[src/hdl/skrc_pkg.sv]
// Shared types, constants and tables for the soft-knee RMS compressor.
`timescale 1ns / 1ps
package skrc_pkg;

	localparam int MAX_CH     = 8;
	localparam int DIV_STEPS  = 50;
	localparam int LOG_STEPS  = 16;
	localparam int GAIN_STEPS = 16;

	localparam logic signed [15:0] LEVEL_FLOOR = -16'sd30720;
	localparam logic [14:0] ENV_LIMIT  = 15'd25600;
	localparam logic [17:0] DB_PER_OCT = 18'd197283;  // 10*log10(2), Q2.16
	localparam logic [13:0] OCT_PER_DB = 14'd10885;   // log2(10)/20, Q0.16
	localparam logic [21:0] LG_TOP     = 22'(46 * 65536);

	localparam logic [2:0] REG_THRESHOLD = 3'd0;
	localparam logic [2:0] REG_KNEE      = 3'd1;
	localparam logic [2:0] REG_RATIO     = 3'd2;
	localparam logic [2:0] REG_ATTACK    = 3'd3;
	localparam logic [2:0] REG_RELEASE   = 3'd4;
	localparam logic [2:0] REG_CHANNELS  = 3'd5;

	typedef struct packed {
		logic signed [15:0] threshold;
		logic [13:0]        knee;
		logic [12:0]        ratio;
		logic [23:0]        attack;
		logic [23:0]        release_c;
		logic [3:0]         chans;
	} cfg_t;

	typedef enum logic [1:0] {
		MODE_HARD,
		MODE_ZERO,
		MODE_KNEE
	} mode_t;

	typedef enum logic [4:0] {
		OP_NOP, OP_LOAD, OP_SQ, OP_DLD_MS, OP_DSTEP, OP_MLD, OP_NORM,
		OP_LOGMUL, OP_LOGACC, OP_LVLMUL, OP_LVL, OP_DLD_R, OP_SLOPE,
		OP_HMUL, OP_KMUL1, OP_KMUL2, OP_DLD_K, OP_TGT, OP_EMUL, OP_ENV,
		OP_PMUL, OP_PLD, OP_GMUL, OP_GRND, OP_GSH, OP_OMUL, OP_ORND, OP_PUSH
	} dp_op_t;

	typedef enum logic [4:0] {
		ST_IDLE, ST_SQ, ST_DLD_MS, ST_DIV_MS, ST_MLD, ST_NORM, ST_LOGMUL,
		ST_LOGACC, ST_LVLMUL, ST_LVL, ST_DLD_R, ST_DIV_R, ST_SLOPE, ST_HMUL,
		ST_KMUL1, ST_KMUL2, ST_DLD_K, ST_DIV_K, ST_TGT, ST_EMUL, ST_ENV,
		ST_PMUL, ST_PLD, ST_GMUL, ST_GRND, ST_GSH, ST_OMUL, ST_ORND, ST_DONE
	} ctrl_state_t;

	typedef struct packed {
		dp_op_t     op;
		logic [3:0] idx;
		logic       first;
	} dp_cmd_t;

	typedef struct packed {
		logic       norm_done;
		mode_t      mode;
		logic [3:0] n_ch;
	} dp_sts_t;

	typedef logic [15:0][29:0] tk_tab_t;

	// integer square root, bit by bit; only evaluated at elaboration
	function automatic logic [63:0] isqrt64(input logic [63:0] v);
		logic [63:0] vv;
		logic [63:0] r;
		logic [63:0] b;
		vv = v;
		r  = '0;
		b  = 64'd1 << 62;
		for (int i = 0; i < 32; i++) begin
			if (vv >= r + b) begin
				vv = vv - (r + b);
				r  = (r >> 1) + b;
			end else begin
				r = r >> 1;
			end
			b = b >> 2;
		end
		return r;
	endfunction

	// 2^(-2^-k) in Q0.30 for k = 1..16
	function automatic tk_tab_t tk_build();
		tk_tab_t     tab;
		logic [63:0] t;
		t = isqrt64(64'd1 << 59);
		for (int k = 0; k < 16; k++) begin
			tab[k] = t[29:0];
			t = isqrt64(t << 30);
		end
		return tab;
	endfunction

	localparam tk_tab_t TK_TAB = tk_build();

endpackage

[src/hdl/skrc_cfg.sv]
// Configuration register file of the compressor.
`timescale 1ns / 1ps
module skrc_cfg (
	input  logic                clk,
	input  logic                arst_n,
	input  logic                wr_valid,
	output logic                wr_ready,
	input  logic [2:0]          wr_index,
	input  logic [23:0]         wr_data,
	output skrc_pkg::cfg_t      cfg
);

	skrc_pkg::cfg_t cfg_q;

	assign wr_ready = 1'b1;
	assign cfg      = cfg_q;

	always_ff @(posedge clk or negedge arst_n) begin
		if (!arst_n) begin
			cfg_q.threshold <= -16'sd6144;
			cfg_q.knee      <= 14'd7680;
			cfg_q.ratio     <= 13'd3072;
			cfg_q.attack    <= 24'd16661116;
			cfg_q.release_c <= 24'd16775818;
			cfg_q.chans     <= 4'd2;
		end else if (wr_valid) begin
			case (wr_index)
				skrc_pkg::REG_THRESHOLD: cfg_q.threshold <= $signed(wr_data[15:0]);
				skrc_pkg::REG_KNEE:      cfg_q.knee      <= wr_data[13:0];
				skrc_pkg::REG_RATIO:     cfg_q.ratio     <= wr_data[12:0];
				skrc_pkg::REG_ATTACK:    cfg_q.attack    <= wr_data;
				skrc_pkg::REG_RELEASE:   cfg_q.release_c <= wr_data;
				skrc_pkg::REG_CHANNELS:  cfg_q.chans     <= wr_data[3:0];
				default: ;
			endcase
		end
	end

endmodule

[src/hdl/skrc_dp.sv]
// Datapath: shared multiplier, serial divider, log/gain iterations and result buffer.
`timescale 1ns / 1ps
module skrc_dp (
	input  logic                  clk,
	input  logic                  arst_n,
	input  skrc_pkg::dp_cmd_t     cmd,
	input  skrc_pkg::cfg_t        cfg,
	input  logic [7:0][23:0]      samples,
	output skrc_pkg::dp_sts_t     sts,
	output logic [207:0]          res_data
);

	logic [23:0]        a_q [8];
	logic               neg_q [8];
	logic [23:0]        outw_q [8];
	logic [7:0][23:0]   res_ch_q;
	logic [14:0]        res_red_q;
	logic [3:0]         n_q;
	logic [49:0]        acc_q;
	logic [63:0]        prod_q;
	logic [49:0]        dq_q;
	logic [33:0]        rem_q;
	logic [32:0]        den_q;
	logic [46:0]        m_q;
	logic [5:0]         e_q;
	logic               zero_q;
	logic [31:0]        y_q;
	logic [15:0]        frac_q;
	logic signed [15:0] x_q;
	logic [16:0]        s_q;
	logic [15:0]        ov_q;
	logic               opos_q;
	logic [14:0]        d_q;
	skrc_pkg::mode_t    mode_q;
	logic [14:0]        tgt_q;
	logic [14:0]        env_q;
	logic [4:0]         whole_q;
	logic [15:0]        bits_q;
	logic [30:0]        g_q;

	logic [31:0]        mul_a;
	logic [31:0]        mul_b;
	logic [63:0]        mul_p;
	logic [33:0]        dtry;
	logic               dge;
	logic [2:0]         ch;
	logic               norm_done;
	logic [3:0]         n_eff;
	logic [12:0]        r_eff;
	logic [21:0]        lg;
	logic [21:0]        xx;
	logic [39:0]        lvl_sum;
	logic [15:0]        dbm;
	logic signed [16:0] over;
	logic signed [18:0] ov2;
	logic signed [18:0] dk;
	logic signed [18:0] knee_s;
	logic               hard;
	logic [49:0]        gr;
	logic               up;
	logic [14:0]        diff;
	logic [23:0]        coef;
	logic [24:0]        cm;
	logic [39:0]        es;
	logic [15:0]        step;
	logic [15:0]        nenv;
	logic [31:0]        lv;
	logic [60:0]        grnd;
	logic [54:0]        orr;
	logic [23:0]        omag;

	assign ch        = cmd.idx[2:0];
	assign norm_done = m_q[46] | zero_q;
	assign n_eff     = (cfg.chans == 4'd0) ? 4'd1 :
		(cfg.chans > 4'(skrc_pkg::MAX_CH)) ? 4'(skrc_pkg::MAX_CH) : cfg.chans;
	assign r_eff     = (cfg.ratio < 13'd256) ? 13'd256 : cfg.ratio;

	assign sts.norm_done = norm_done;
	assign sts.mode      = mode_q;
	assign sts.n_ch      = n_q;

	assign res_data = {1'b0, res_red_q, res_ch_q};

	// restoring divider step
	assign dtry = {rem_q[32:0], dq_q[49]};
	assign dge  = dtry >= {1'b0, den_q};

	always_comb begin
		lg      = {e_q, frac_q};
		xx      = (lg >= skrc_pkg::LG_TOP) ? 22'd0 : skrc_pkg::LG_TOP - lg;
		lvl_sum = prod_q[39:0] + 40'(1 << 23);
		dbm     = lvl_sum[39:24];
		over    = 17'(x_q) - 17'(cfg.threshold);
		ov2     = {over[16], over, 1'b0};
		knee_s  = $signed({5'b0, cfg.knee});
		dk      = ov2 + knee_s;
		hard    = (cfg.knee == 14'd0) || (ov2 >= knee_s);
		case (mode_q)
			skrc_pkg::MODE_HARD: gr = opos_q ? 50'(prod_q[32:16]) : 50'd0;
			skrc_pkg::MODE_KNEE: gr = dq_q;
			default:             gr = 50'd0;
		endcase
		up   = tgt_q > env_q;
		diff = up ? tgt_q - env_q : env_q - tgt_q;
		coef = up ? cfg.attack : cfg.release_c;
		cm   = 25'(1 << 24) - 25'(coef);
		es   = prod_q[39:0] + 40'((1 << 24) - 1);
		step = es[39:24];
		nenv = up ? 16'(env_q) + step : 16'(env_q) - step;
		lv   = prod_q[61:30];
		grnd = prod_q[60:0] + 61'(1 << 29);
		orr  = prod_q[54:0] + 55'(1 << 29);
		omag = orr[53:30];
	end

	// operand select for the shared multiplier
	always_comb begin
		case (cmd.op)
			skrc_pkg::OP_SQ:     begin mul_a = 32'(a_q[ch]);  mul_b = 32'(a_q[ch]); end
			skrc_pkg::OP_LOGMUL: begin mul_a = y_q;           mul_b = y_q; end
			skrc_pkg::OP_LVLMUL: begin mul_a = 32'(xx);       mul_b = 32'(skrc_pkg::DB_PER_OCT); end
			skrc_pkg::OP_HMUL:   begin mul_a = 32'(ov_q);     mul_b = 32'(s_q); end
			skrc_pkg::OP_KMUL1:  begin mul_a = 32'(d_q);      mul_b = 32'(d_q); end
			skrc_pkg::OP_KMUL2:  begin mul_a = prod_q[31:0];  mul_b = 32'(s_q); end
			skrc_pkg::OP_EMUL:   begin mul_a = 32'(diff);     mul_b = 32'(cm); end
			skrc_pkg::OP_PMUL:   begin mul_a = 32'(env_q);    mul_b = 32'(skrc_pkg::OCT_PER_DB); end
			skrc_pkg::OP_GMUL:   begin
				mul_a = 32'(g_q);
				mul_b = 32'(skrc_pkg::TK_TAB[cmd.idx]);
			end
			skrc_pkg::OP_OMUL:   begin mul_a = 32'(a_q[ch]);  mul_b = 32'(g_q); end
			default:             begin mul_a = '0;            mul_b = '0; end
		endcase
	end

	assign mul_p = 64'(mul_a) * 64'(mul_b);

	// envelope is the only state that survives between frames
	always_ff @(posedge clk or negedge arst_n) begin
		if (!arst_n) begin
			env_q <= '0;
		end else if (cmd.op == skrc_pkg::OP_ENV) begin
			env_q <= (nenv > 16'(skrc_pkg::ENV_LIMIT)) ? skrc_pkg::ENV_LIMIT : nenv[14:0];
		end
	end

	always_ff @(posedge clk) begin
		case (cmd.op)
			skrc_pkg::OP_LOAD: begin
				for (int i = 0; i < 8; i++) begin
					a_q[i]    <= samples[i][23] ? 24'd0 - samples[i] : samples[i];
					neg_q[i]  <= samples[i][23];
					outw_q[i] <= '0;
				end
				n_q   <= n_eff;
				acc_q <= '0;
			end
			skrc_pkg::OP_SQ: begin
				prod_q <= mul_p;
				if (!cmd.first) begin
					acc_q <= acc_q + prod_q[49:0];
				end
			end
			skrc_pkg::OP_DLD_MS: begin
				dq_q  <= acc_q;
				rem_q <= '0;
				den_q <= 33'(n_q);
			end
			skrc_pkg::OP_DSTEP: begin
				rem_q <= dge ? dtry - {1'b0, den_q} : dtry;
				dq_q  <= {dq_q[48:0], dge};
			end
			skrc_pkg::OP_MLD: begin
				m_q    <= dq_q[46:0];
				e_q    <= 6'd46;
				zero_q <= (dq_q == 50'd0);
			end
			skrc_pkg::OP_NORM: begin
				if (!norm_done) begin
					m_q <= {m_q[45:0], 1'b0};
					e_q <= e_q - 6'd1;
				end else begin
					y_q    <= {1'b0, m_q[46:16]};
					frac_q <= '0;
				end
			end
			skrc_pkg::OP_LOGACC: begin
				if (lv[31]) begin
					y_q    <= {1'b0, lv[31:1]};
					frac_q <= {frac_q[14:0], 1'b1};
				end else begin
					y_q    <= lv;
					frac_q <= {frac_q[14:0], 1'b0};
				end
			end
			skrc_pkg::OP_LVL: begin
				x_q <= (zero_q || dbm > 16'd30720) ? skrc_pkg::LEVEL_FLOOR : $signed(16'd0 - dbm);
			end
			skrc_pkg::OP_DLD_R: begin
				dq_q  <= 50'(1 << 24);
				rem_q <= '0;
				den_q <= 33'(r_eff);
			end
			skrc_pkg::OP_SLOPE: begin
				s_q    <= 17'(65536) - dq_q[16:0];
				ov_q   <= over[15:0];
				opos_q <= over > 17'sd0;
				d_q    <= dk[14:0];
				if (hard) begin
					mode_q <= skrc_pkg::MODE_HARD;
				end else if (dk <= 19'sd0) begin
					mode_q <= skrc_pkg::MODE_ZERO;
				end else begin
					mode_q <= skrc_pkg::MODE_KNEE;
				end
			end
			skrc_pkg::OP_DLD_K: begin
				dq_q  <= prod_q[49:0];
				rem_q <= '0;
				den_q <= {cfg.knee, 19'd0};
			end
			skrc_pkg::OP_TGT: begin
				tgt_q <= (gr > 50'(skrc_pkg::ENV_LIMIT)) ? skrc_pkg::ENV_LIMIT : gr[14:0];
			end
			skrc_pkg::OP_PLD: begin
				whole_q <= prod_q[28:24];
				bits_q  <= prod_q[23:8];
				g_q     <= 31'(1 << 30);
			end
			skrc_pkg::OP_GRND: begin
				if (bits_q[~cmd.idx]) begin
					g_q <= grnd[60:30];
				end
			end
			skrc_pkg::OP_GSH: begin
				g_q <= g_q >> whole_q;
			end
			skrc_pkg::OP_ORND: begin
				outw_q[ch] <= neg_q[ch] ? 24'd0 - omag : omag;
			end
			skrc_pkg::OP_PUSH: begin
				for (int i = 0; i < 8; i++) begin
					res_ch_q[i] <= outw_q[i];
				end
				res_red_q <= env_q;
			end
			skrc_pkg::OP_LOGMUL, skrc_pkg::OP_LVLMUL, skrc_pkg::OP_HMUL,
			skrc_pkg::OP_KMUL1, skrc_pkg::OP_KMUL2, skrc_pkg::OP_EMUL,
			skrc_pkg::OP_PMUL, skrc_pkg::OP_GMUL, skrc_pkg::OP_OMUL: begin
				prod_q <= mul_p;
			end
			default: ;
		endcase
	end

endmodule

[src/hdl/skrc_ctrl.sv]
// Sequencer for one frame: issues datapath commands and runs the handshakes.
`timescale 1ns / 1ps
module skrc_ctrl (
	input  logic                  clk,
	input  logic                  arst_n,
	input  logic                  in_valid,
	input  logic                  in_present,
	output logic                  in_ready,
	output logic                  out_valid,
	input  logic                  out_ready,
	input  skrc_pkg::dp_sts_t     sts,
	output skrc_pkg::dp_cmd_t     cmd
);

	skrc_pkg::ctrl_state_t state_q, state_d;
	logic [5:0] cnt_q, cnt_d;
	logic       ovalid_q;
	logic       push;

	assign in_ready  = (state_q == skrc_pkg::ST_IDLE);
	assign out_valid = ovalid_q;
	assign push      = (state_q == skrc_pkg::ST_DONE) && (!ovalid_q || out_ready);

	always_ff @(posedge clk or negedge arst_n) begin
		if (!arst_n) begin
			state_q  <= skrc_pkg::ST_IDLE;
			cnt_q    <= '0;
			ovalid_q <= 1'b0;
		end else begin
			state_q  <= state_d;
			cnt_q    <= cnt_d;
			if (push) begin
				ovalid_q <= 1'b1;
			end else if (out_ready) begin
				ovalid_q <= 1'b0;
			end
		end
	end

	always_comb begin
		state_d   = state_q;
		cnt_d     = cnt_q;
		cmd.op    = skrc_pkg::OP_NOP;
		cmd.idx   = cnt_q[3:0];
		cmd.first = (cnt_q == 6'd0);
		case (state_q)
			skrc_pkg::ST_IDLE: begin
				if (in_valid) begin
					cmd.op  = skrc_pkg::OP_LOAD;
					cnt_d   = '0;
					state_d = in_present ? skrc_pkg::ST_SQ : skrc_pkg::ST_DONE;
				end
			end
			skrc_pkg::ST_SQ: begin
				cmd.op = skrc_pkg::OP_SQ;
				if (cnt_q == 6'(sts.n_ch)) begin
					cnt_d   = '0;
					state_d = skrc_pkg::ST_DLD_MS;
				end else begin
					cnt_d = cnt_q + 6'd1;
				end
			end
			skrc_pkg::ST_DLD_MS: begin
				cmd.op  = skrc_pkg::OP_DLD_MS;
				state_d = skrc_pkg::ST_DIV_MS;
			end
			skrc_pkg::ST_DIV_MS, skrc_pkg::ST_DIV_R, skrc_pkg::ST_DIV_K: begin
				cmd.op = skrc_pkg::OP_DSTEP;
				if (cnt_q == 6'(skrc_pkg::DIV_STEPS - 1)) begin
					cnt_d = '0;
					case (state_q)
						skrc_pkg::ST_DIV_MS: state_d = skrc_pkg::ST_MLD;
						skrc_pkg::ST_DIV_R:  state_d = skrc_pkg::ST_SLOPE;
						default:             state_d = skrc_pkg::ST_TGT;
					endcase
				end else begin
					cnt_d = cnt_q + 6'd1;
				end
			end
			skrc_pkg::ST_MLD: begin
				cmd.op  = skrc_pkg::OP_MLD;
				state_d = skrc_pkg::ST_NORM;
			end
			skrc_pkg::ST_NORM: begin
				cmd.op = skrc_pkg::OP_NORM;
				if (sts.norm_done) begin
					cnt_d   = '0;
					state_d = skrc_pkg::ST_LOGMUL;
				end
			end
			skrc_pkg::ST_LOGMUL: begin
				cmd.op  = skrc_pkg::OP_LOGMUL;
				state_d = skrc_pkg::ST_LOGACC;
			end
			skrc_pkg::ST_LOGACC: begin
				cmd.op = skrc_pkg::OP_LOGACC;
				if (cnt_q == 6'(skrc_pkg::LOG_STEPS - 1)) begin
					cnt_d   = '0;
					state_d = skrc_pkg::ST_LVLMUL;
				end else begin
					cnt_d   = cnt_q + 6'd1;
					state_d = skrc_pkg::ST_LOGMUL;
				end
			end
			skrc_pkg::ST_LVLMUL: begin
				cmd.op  = skrc_pkg::OP_LVLMUL;
				state_d = skrc_pkg::ST_LVL;
			end
			skrc_pkg::ST_LVL: begin
				cmd.op  = skrc_pkg::OP_LVL;
				state_d = skrc_pkg::ST_DLD_R;
			end
			skrc_pkg::ST_DLD_R: begin
				cmd.op  = skrc_pkg::OP_DLD_R;
				cnt_d   = '0;
				state_d = skrc_pkg::ST_DIV_R;
			end
			skrc_pkg::ST_SLOPE: begin
				cmd.op  = skrc_pkg::OP_SLOPE;
				state_d = skrc_pkg::ST_HMUL;
			end
			skrc_pkg::ST_HMUL: begin
				// mode was settled by the preceding slope step
				case (sts.mode)
					skrc_pkg::MODE_HARD: begin
						cmd.op  = skrc_pkg::OP_HMUL;
						state_d = skrc_pkg::ST_TGT;
					end
					skrc_pkg::MODE_KNEE: begin
						cmd.op  = skrc_pkg::OP_KMUL1;
						state_d = skrc_pkg::ST_KMUL2;
					end
					default: begin
						state_d = skrc_pkg::ST_TGT;
					end
				endcase
			end
			skrc_pkg::ST_KMUL1: begin
				cmd.op  = skrc_pkg::OP_KMUL1;
				state_d = skrc_pkg::ST_KMUL2;
			end
			skrc_pkg::ST_KMUL2: begin
				cmd.op  = skrc_pkg::OP_KMUL2;
				state_d = skrc_pkg::ST_DLD_K;
			end
			skrc_pkg::ST_DLD_K: begin
				cmd.op  = skrc_pkg::OP_DLD_K;
				cnt_d   = '0;
				state_d = skrc_pkg::ST_DIV_K;
			end
			skrc_pkg::ST_TGT: begin
				cmd.op  = skrc_pkg::OP_TGT;
				state_d = skrc_pkg::ST_EMUL;
			end
			skrc_pkg::ST_EMUL: begin
				cmd.op  = skrc_pkg::OP_EMUL;
				state_d = skrc_pkg::ST_ENV;
			end
			skrc_pkg::ST_ENV: begin
				cmd.op  = skrc_pkg::OP_ENV;
				state_d = skrc_pkg::ST_PMUL;
			end
			skrc_pkg::ST_PMUL: begin
				cmd.op  = skrc_pkg::OP_PMUL;
				state_d = skrc_pkg::ST_PLD;
			end
			skrc_pkg::ST_PLD: begin
				cmd.op  = skrc_pkg::OP_PLD;
				cnt_d   = '0;
				state_d = skrc_pkg::ST_GMUL;
			end
			skrc_pkg::ST_GMUL: begin
				cmd.op  = skrc_pkg::OP_GMUL;
				state_d = skrc_pkg::ST_GRND;
			end
			skrc_pkg::ST_GRND: begin
				cmd.op = skrc_pkg::OP_GRND;
				if (cnt_q == 6'(skrc_pkg::GAIN_STEPS - 1)) begin
					cnt_d   = '0;
					state_d = skrc_pkg::ST_GSH;
				end else begin
					cnt_d   = cnt_q + 6'd1;
					state_d = skrc_pkg::ST_GMUL;
				end
			end
			skrc_pkg::ST_GSH: begin
				cmd.op  = skrc_pkg::OP_GSH;
				cnt_d   = '0;
				state_d = skrc_pkg::ST_OMUL;
			end
			skrc_pkg::ST_OMUL: begin
				cmd.op  = skrc_pkg::OP_OMUL;
				state_d = skrc_pkg::ST_ORND;
			end
			skrc_pkg::ST_ORND: begin
				cmd.op = skrc_pkg::OP_ORND;
				if (cnt_q == 6'(sts.n_ch) - 6'd1) begin
					cnt_d   = '0;
					state_d = skrc_pkg::ST_DONE;
				end else begin
					cnt_d   = cnt_q + 6'd1;
					state_d = skrc_pkg::ST_OMUL;
				end
			end
			skrc_pkg::ST_DONE: begin
				if (push) begin
					cmd.op  = skrc_pkg::OP_PUSH;
					state_d = skrc_pkg::ST_IDLE;
				end
			end
			default: begin
				state_d = skrc_pkg::ST_IDLE;
			end
		endcase
	end

endmodule

[src/hdl/soft_knee_rms_compressor.sv]
// Top level of the soft-knee RMS compressor: config, sequencer and datapath.
`timescale 1ns / 1ps
//
//  channel   dir  handshake              payload
//  s_axis    in   tvalid/tready          tdata: sample_ch0..7, tuser: frame_present,
//                                        tlast: last_of_block
//  m_axis    out  tvalid/tready          tdata: out_ch0..7, reduction_level
//  cfg       in   cfg_valid/cfg_ready    cfg_index, cfg_data
//
//  One frame at a time. A present frame runs from accept to result through
//  the sum of squares at one channel per cycle, the one-bit-per-cycle divider
//  (two 50-step divisions, a third in the soft knee), the normalising shift,
//  the 16-step log and gain loops and a multiply and a rounding step per
//  channel for the outputs. An absent frame skips all of these and goes
//  straight to the output register. The result sits in an output register,
//  so the next word is taken the cycle after it is loaded; a stalled result
//  only holds the block once the next frame is finished. Reset clears the
//  envelope and loads the register defaults; there is no start-up sweep.
//
module soft_knee_rms_compressor (
	input  logic         clk,
	input  logic         arst_n,
	input  logic         s_axis_tvalid,
	output logic         s_axis_tready,
	input  logic [191:0] s_axis_tdata,   // sample_ch0 [23:0] .. sample_ch7 [191:168]
	input  logic         s_axis_tuser,   // frame_present
	input  logic         s_axis_tlast,   // last_of_block, not used in the processing
	output logic         m_axis_tvalid,
	input  logic         m_axis_tready,
	output logic [207:0] m_axis_tdata,   // out_ch0 [23:0] .. out_ch7 [191:168],
	                                     // reduction_level [206:192], pad [207]
	input  logic         cfg_valid,
	output logic         cfg_ready,
	input  logic [2:0]   cfg_index,
	input  logic [23:0]  cfg_data
);

	skrc_pkg::cfg_t    cfg;
	skrc_pkg::dp_cmd_t cmd;
	skrc_pkg::dp_sts_t sts;
	logic [7:0][23:0]  samples;
	logic              block_mark;

	assign samples    = s_axis_tdata;
	// the block marker has no bearing on the processing
	assign block_mark = s_axis_tlast;

	skrc_cfg u_cfg (
		.clk      (clk),
		.arst_n   (arst_n),
		.wr_valid (cfg_valid),
		.wr_ready (cfg_ready),
		.wr_index (cfg_index),
		.wr_data  (cfg_data),
		.cfg      (cfg)
	);

	skrc_ctrl u_ctrl (
		.clk        (clk),
		.arst_n     (arst_n),
		.in_valid   (s_axis_tvalid),
		.in_present (s_axis_tuser | (block_mark & 1'b0)),
		.in_ready   (s_axis_tready),
		.out_valid  (m_axis_tvalid),
		.out_ready  (m_axis_tready),
		.sts        (sts),
		.cmd        (cmd)
	);

	skrc_dp u_dp (
		.clk      (clk),
		.arst_n   (arst_n),
		.cmd      (cmd),
		.cfg      (cfg),
		.samples  (samples),
		.sts      (sts),
		.res_data (m_axis_tdata)
	);

	// one frame in flight: no second word straight after an accept
	a_one_in_flight: assert property (@(posedge clk) disable iff (!arst_n)
		(s_axis_tvalid && s_axis_tready) |=> !s_axis_tready)
		else $error("input taken while a frame is still being worked on");

	// reported reduction never leaves the envelope range
	a_env_range: assert property (@(posedge clk) disable iff (!arst_n)
		m_axis_tvalid |-> (m_axis_tdata[206:192] <= 15'd25600))
		else $error("reduction level above limit");

endmodule
[config.mk]
export PLATFORM = sky130hd
export DESIGN_NAME = soft_knee_rms_compressor
export DESIGN_NICKNAME = d
export VERILOG_FILES = /design/src/hdl/skrc_pkg.sv /design/src/hdl/skrc_cfg.sv /design/src/hdl/skrc_dp.sv /design/src/hdl/skrc_ctrl.sv /design/src/hdl/soft_knee_rms_compressor.sv
export SDC_FILE = /design/constraint.sdc
export NUM_CORES = 2
export LEC_CHECK = 0
export ABC_AREA = 1
export BUFFER_PORTS_ARGS = -buffer_cell sky130_fd_sc_hd__buf_2
export CORE_MARGIN = 2
export CORE_UTILIZATION = 41
export DETAILED_ROUTE_END_ITERATION = 16
export GPL_TIMING_DRIVEN = 0
export PLACE_DENSITY_LB_ADDON = 0.2
export SETUP_SLACK_MARGIN = 0.2
export SKIP_LAST_GASP = 1
export SYNTH_ARGS = -nofsm -noshare
export SYNTH_HDL_FRONTEND = slang
export SYNTH_SLANG_ARGS = --single-unit
[constraint.sdc]
create_clock -name clk -period 23.8 [get_ports clk]
set_input_delay 4.76 -clock clk [delete_from_list [all_inputs] [get_ports clk]]
set_output_delay 4.76 -clock clk [all_outputs]
set_load 0.02 [all_outputs]
==> metrics list <==
* Run status: complete, but fails checks
* Failing checks: max-capacitance violations, max-slew violations
- Clock-pin slew on the worst setup and hold paths: 0.06 ns
* Die height: 493 um
* Final worst path period need: 15.08 ns
- For this block, the initial DRC count from the detailed router was 8581.
- Depth of the most critical reg-to-reg path: 38
- The first detailed-routing pass ran for 6 iterations.
- Routability-driven placement congestion ratio: 1.06
- After synthesis, the share of flip-flops with an asynchronous set or reset is 10.3%.
- Global router's overall resource usage: 35.5%
- Wirelength per Cell: 29.2 um
- Primary FF master, synth: sky130_fd_sc_hd__edfxtp_1
* Synth Register Bits: 1182
- In the routed design, unresolved DRC markers number 0.
- Detailed placement HPWL: 361000 um
* Fill cells: 23.1k
- Global routing finished with a remaining overflow of 0.
- Clock skew on the completed layout was measured at 0.0776 ns.
- Startpoint of the lowest-slack hold path: u_dp.outw_q[6][22]
- Final WL: 435000 um
* PostCTS Resize Cnt: 0
- The die covers 243000 um2.
- Arrival time worst endpoint: 15.63 ns
* Number of global-route vias before repair: 83.5k
- In this run the power density over the cells is 123 nW/um2.
* Actual slew at the worst max-slew pin: 1.67 ns
- Effective utilization at floorplan: 41.2%
- Port-buffer cells: 433
- Post-CTS timing repair inserted 0 buffers for setup.
- In this run the deepest clock path goes through 3 buffers.
- Yosys mapped a number of flops with a built-in enable equal to 1060.
* Slew Limit Fails: 14
- In the final design database the tool counted 13.2k nets.
* RSZ-0062 raised after global routing: no
- Critical path launch point type: input port
* Cell count of the worst hold path: 0
* Setup slack after placement: 8.23 ns
* Leakage Power: 49.1 nW
- Of all nets on the critical path, the largest fanout is 23.
- Across all layers, the routed design uses 83.2k vias.
* Most Frequent Cell on Critical Path: sky130_fd_sc_hd__fa_1
- The library cell used most frequently in the layout, excluding fill and tap cells, is sky130_fd_sc_hd__inv_1.
* Placed Instance Area: 105000 um2
* Sum Neg Setup Slack: 0 ns
- Fmax achieved: 66.3 MHz
* Critical-path top delay cell: sky130_fd_sc_hd__a21oi_1
- Cells fill 46.2% of the core in the end.
- The synthesized netlist occupies a cell area of 97900 um2.
- VDD sags by at most 0.0747 mV.
- For this run, the number of Yosys warnings is 0.
- Clock root buffer: sky130_fd_sc_hd__clkbuf_16
* Final setup violation count: 0
* Final hold viol count: 0
* Vias per inst: 5.58
- In this run the critical register-to-register path is launched from u_ctrl.cnt_q[1].
* CTS buffer count: 138
* Global-route wire length before repair: 610000 um
- In this run the horizontal extent of the chip is 493 um.
- Critical Path End Type: register
- Counting every instance in the synthesized netlist gives 11.0k.
* Count of nets left with antenna violations after detail routing: 0
- The worst hold path belongs to the class reg -> reg.
* Maximum single-stage delay on the critical path: 0.98 ns
- Number of antenna violations at the first check in global routing: 28
* Ratio of final minimum period to clock period: 63.4%
- Number of distinct library cells after synthesis: 87
- Site Rows: 179
* Seq/Total Area, Yosys: 35.7%
- Total of max-cap violations: 3
- Req. time, crit path: 24.35 ns
- Setup CP Type: in -> reg
- Fraction of layout instances using a drive strength above 1: 9.80%
- The H-tree was split into 4 levels.
- Floorplan Core Area: 238000 um2
* Clock latency on the worst-skew pair: 0.84 ns
- Maximum number of pins on one net before global-route repair: 63
- After routing the design area is 110000 um2.
- CTS sink count: 1182
* Leading cell types in the layout, fill and taps excluded: sky130_fd_sc_hd__inv_1 (2031), sky130_fd_sc_hd__nand2_1 (1962), sky130_fd_sc_hd__nor2_1 (1200)
* Worst slew margin: -11.4%
- 437 I/O pins were placed.
* Avg Cell Area, Syn: 8.89 um2
* Hold bufs inserted after CTS: 0
- Final setup slack of the worst path: 8.72 ns
- Tracing the worst setup path back leads to its startpoint at m_axis_tready.
- From synthesis to final layout, the design area changed by 12.0%.
* Clock tree from TritonCTS: done
==> cells in the mapped netlist, types with 23 or more instances <==
| cell | count | share of area, % |
|---|---|---|
| sky130_fd_sc_hd__nor2_1 | 1209 | 4.6 |
| sky130_fd_sc_hd__buf_2 | 106 | 0.54 |
| sky130_fd_sc_hd__dfstp_2 | 44 | 1.2 |
| sky130_fd_sc_hd__a31oi_1 | 62 | 0.40 |
| sky130_fd_sc_hd__ha_1 | 465 | 5.9 |
| sky130_fd_sc_hd__mux2i_1 | 33 | 0.34 |
| sky130_fd_sc_hd__nor4_1 | 53 | 0.34 |
| sky130_fd_sc_hd__nand2_2 | 43 | 0.27 |
| sky130_fd_sc_hd__nand3_1 | 312 | 1.6 |
| sky130_fd_sc_hd__o31ai_1 | 30 | 0.23 |
| sky130_fd_sc_hd__a21oi_1 | 502 | 2.6 |
| sky130_fd_sc_hd__nand4_1 | 67 | 0.43 |
| sky130_fd_sc_hd__xor2_1 | 253 | 2.3 |
| sky130_fd_sc_hd__inv_1 | 2031 | 7.8 |
| sky130_fd_sc_hd__buf_4 | 23 | 0.18 |
| sky130_fd_sc_hd__o221ai_1 | 42 | 0.38 |
| sky130_fd_sc_hd__inv_2 | 42 | 0.16 |
| sky130_fd_sc_hd__dfrtp_1 | 78 | 2.0 |
| sky130_fd_sc_hd__nor2_2 | 23 | 0.15 |
| sky130_fd_sc_hd__nand2_1 | 1965 | 7.5 |
| sky130_fd_sc_hd__a22oi_1 | 28 | 0.21 |
| sky130_fd_sc_hd__o211ai_1 | 53 | 0.41 |
| sky130_fd_sc_hd__nor3_1 | 134 | 0.68 |
| sky130_fd_sc_hd__a21o_1 | 32 | 0.25 |
| sky130_fd_sc_hd__a21oi_2 | 70 | 0.63 |
| sky130_fd_sc_hd__fa_1 | 872 | 18 |
| sky130_fd_sc_hd__o22ai_1 | 90 | 0.57 |
| sky130_fd_sc_hd__clkbuf_1 | 209 | 0.80 |
| sky130_fd_sc_hd__edfxtp_1 | 1060 | 32 |
| sky130_fd_sc_hd__o21ai_0 | 577 | 2.9 |
| sky130_fd_sc_hd__xnor2_1 | 137 | 1.2 |
| sky130_fd_sc_hd__o21ai_1 | 24 | 0.12 |
==> flip-flops by register name, indices dropped and copies added, names as in the netlist, 8 cells and up <==
name and count:
u_dp.frac_q 16, u_cfg.cfg 95, u_dp.tgt_q 15, u_dp.res_red_q 15
u_dp.x_q 16, u_dp.a_q 192, u_dp.m_q 47, u_dp.rem_q 33
u_dp.d_q 15, u_dp.s_q 17, u_dp.dq_q 50, u_dp.den_q 27
m_axis_tdata 192, u_dp.g_q 31, u_dp.acc_q 50, u_dp.bits_q 16
u_dp.y_q 31, u_dp.outw_q 192, u_dp.prod_q 62, u_dp.ov_q 16
u_dp.env_q 15, u_dp.neg_q 8
==> area by class of cell <==
type / count / area, um2 / area share (%)
plain buffers: 380 / 1810 / 1.65
repair buffers: 464 / 2820 / 2.57
inverters: 2092 / 7860 / 7.16
flip-flops and latches: 1182 / 34900 / 31.9
clock inverters: 85 / 1110 / 1.01
clock buffers: 169 / 3630 / 3.31
well taps: 3167 / 3960 / 3.61
diodes: 3 / 7.51 / 0.00684
multi-input cells: 7374 / 53600 / 48.8
==> per-stage QoR <==
step / std cells / power, mW / hold WS (ns)
3_3_place_gp: 14600 / 11.0 / 0.402
2_1_floorplan: 11000 / 7.71 / 0.400
3_5_place_dp: 14700 / 11.1 / 0.405
4_1_cts: 14900 / 13.3 / 0.404
6_report: 14900 / 13.5 / 0.406
5_1_grt: 14900 / 14.1 / 0.410
==> worst max-delay path, delay by kind of cell <==
kind | cells | cell delay [ns]
AND/OR/NAND/NOR | 9 | 1.71
XOR/XNOR | 1 | 0.14
adder cells (fa/ha/maj) | 9 | 4.86
AO/OA/AOI/OAI | 9 | 3.25
buffers and inverters | 9 | 0.90
==> cells by family after synthesis <==
group                      Yosys count  share of synthesized area (%)
and+or+nand+nor                   3915                           16.6
buffers and inverters             2472                           9.86
AOI/OAI and AO/OA                 1680                           10.2
adders and majority gates         1337                           23.8
DFF                               1182                           35.7
xor gates and xnor gates           394                           3.55
muxes                               33                          0.337
other                                2                        0.00767
==> layer usage <==
layer | vias to the layer above | part of all wire (%) | GRT usage (%)
li1 | 36600 | - | -
met1 | 41400 | 39 | 43.9
met2 | 4067 | 45 | 57.0
met3 | 1084 | 8.0 | 6.72
met4 | 26 | 7.8 | 22.8
met5 | - | 0.038 | 0
==> final timing paths <==
check,slack [ns],end
hold / removal,0.41,m_axis_tdata[166]
max in group asynchronous,19.08,u_cfg.cfg[23]
setup / recovery,8.72,u_dp.prod_q[48]
hold reg to reg,0.41,m_axis_tdata[166]
min in group asynchronous,3.94,u_cfg.cfg[69]
setup reg to reg,10.54,u_dp.prod_q[48]
==> report_power, final <==
part           internal [mW]  total [mW]  switching [mW]
Combinational           2.08        7.84            5.76
Sequential              2.95        3.44           0.496
Clock                   1.26        2.21           0.945
Total                   6.29        13.5            7.20
(Power assumes the default switching activity.)
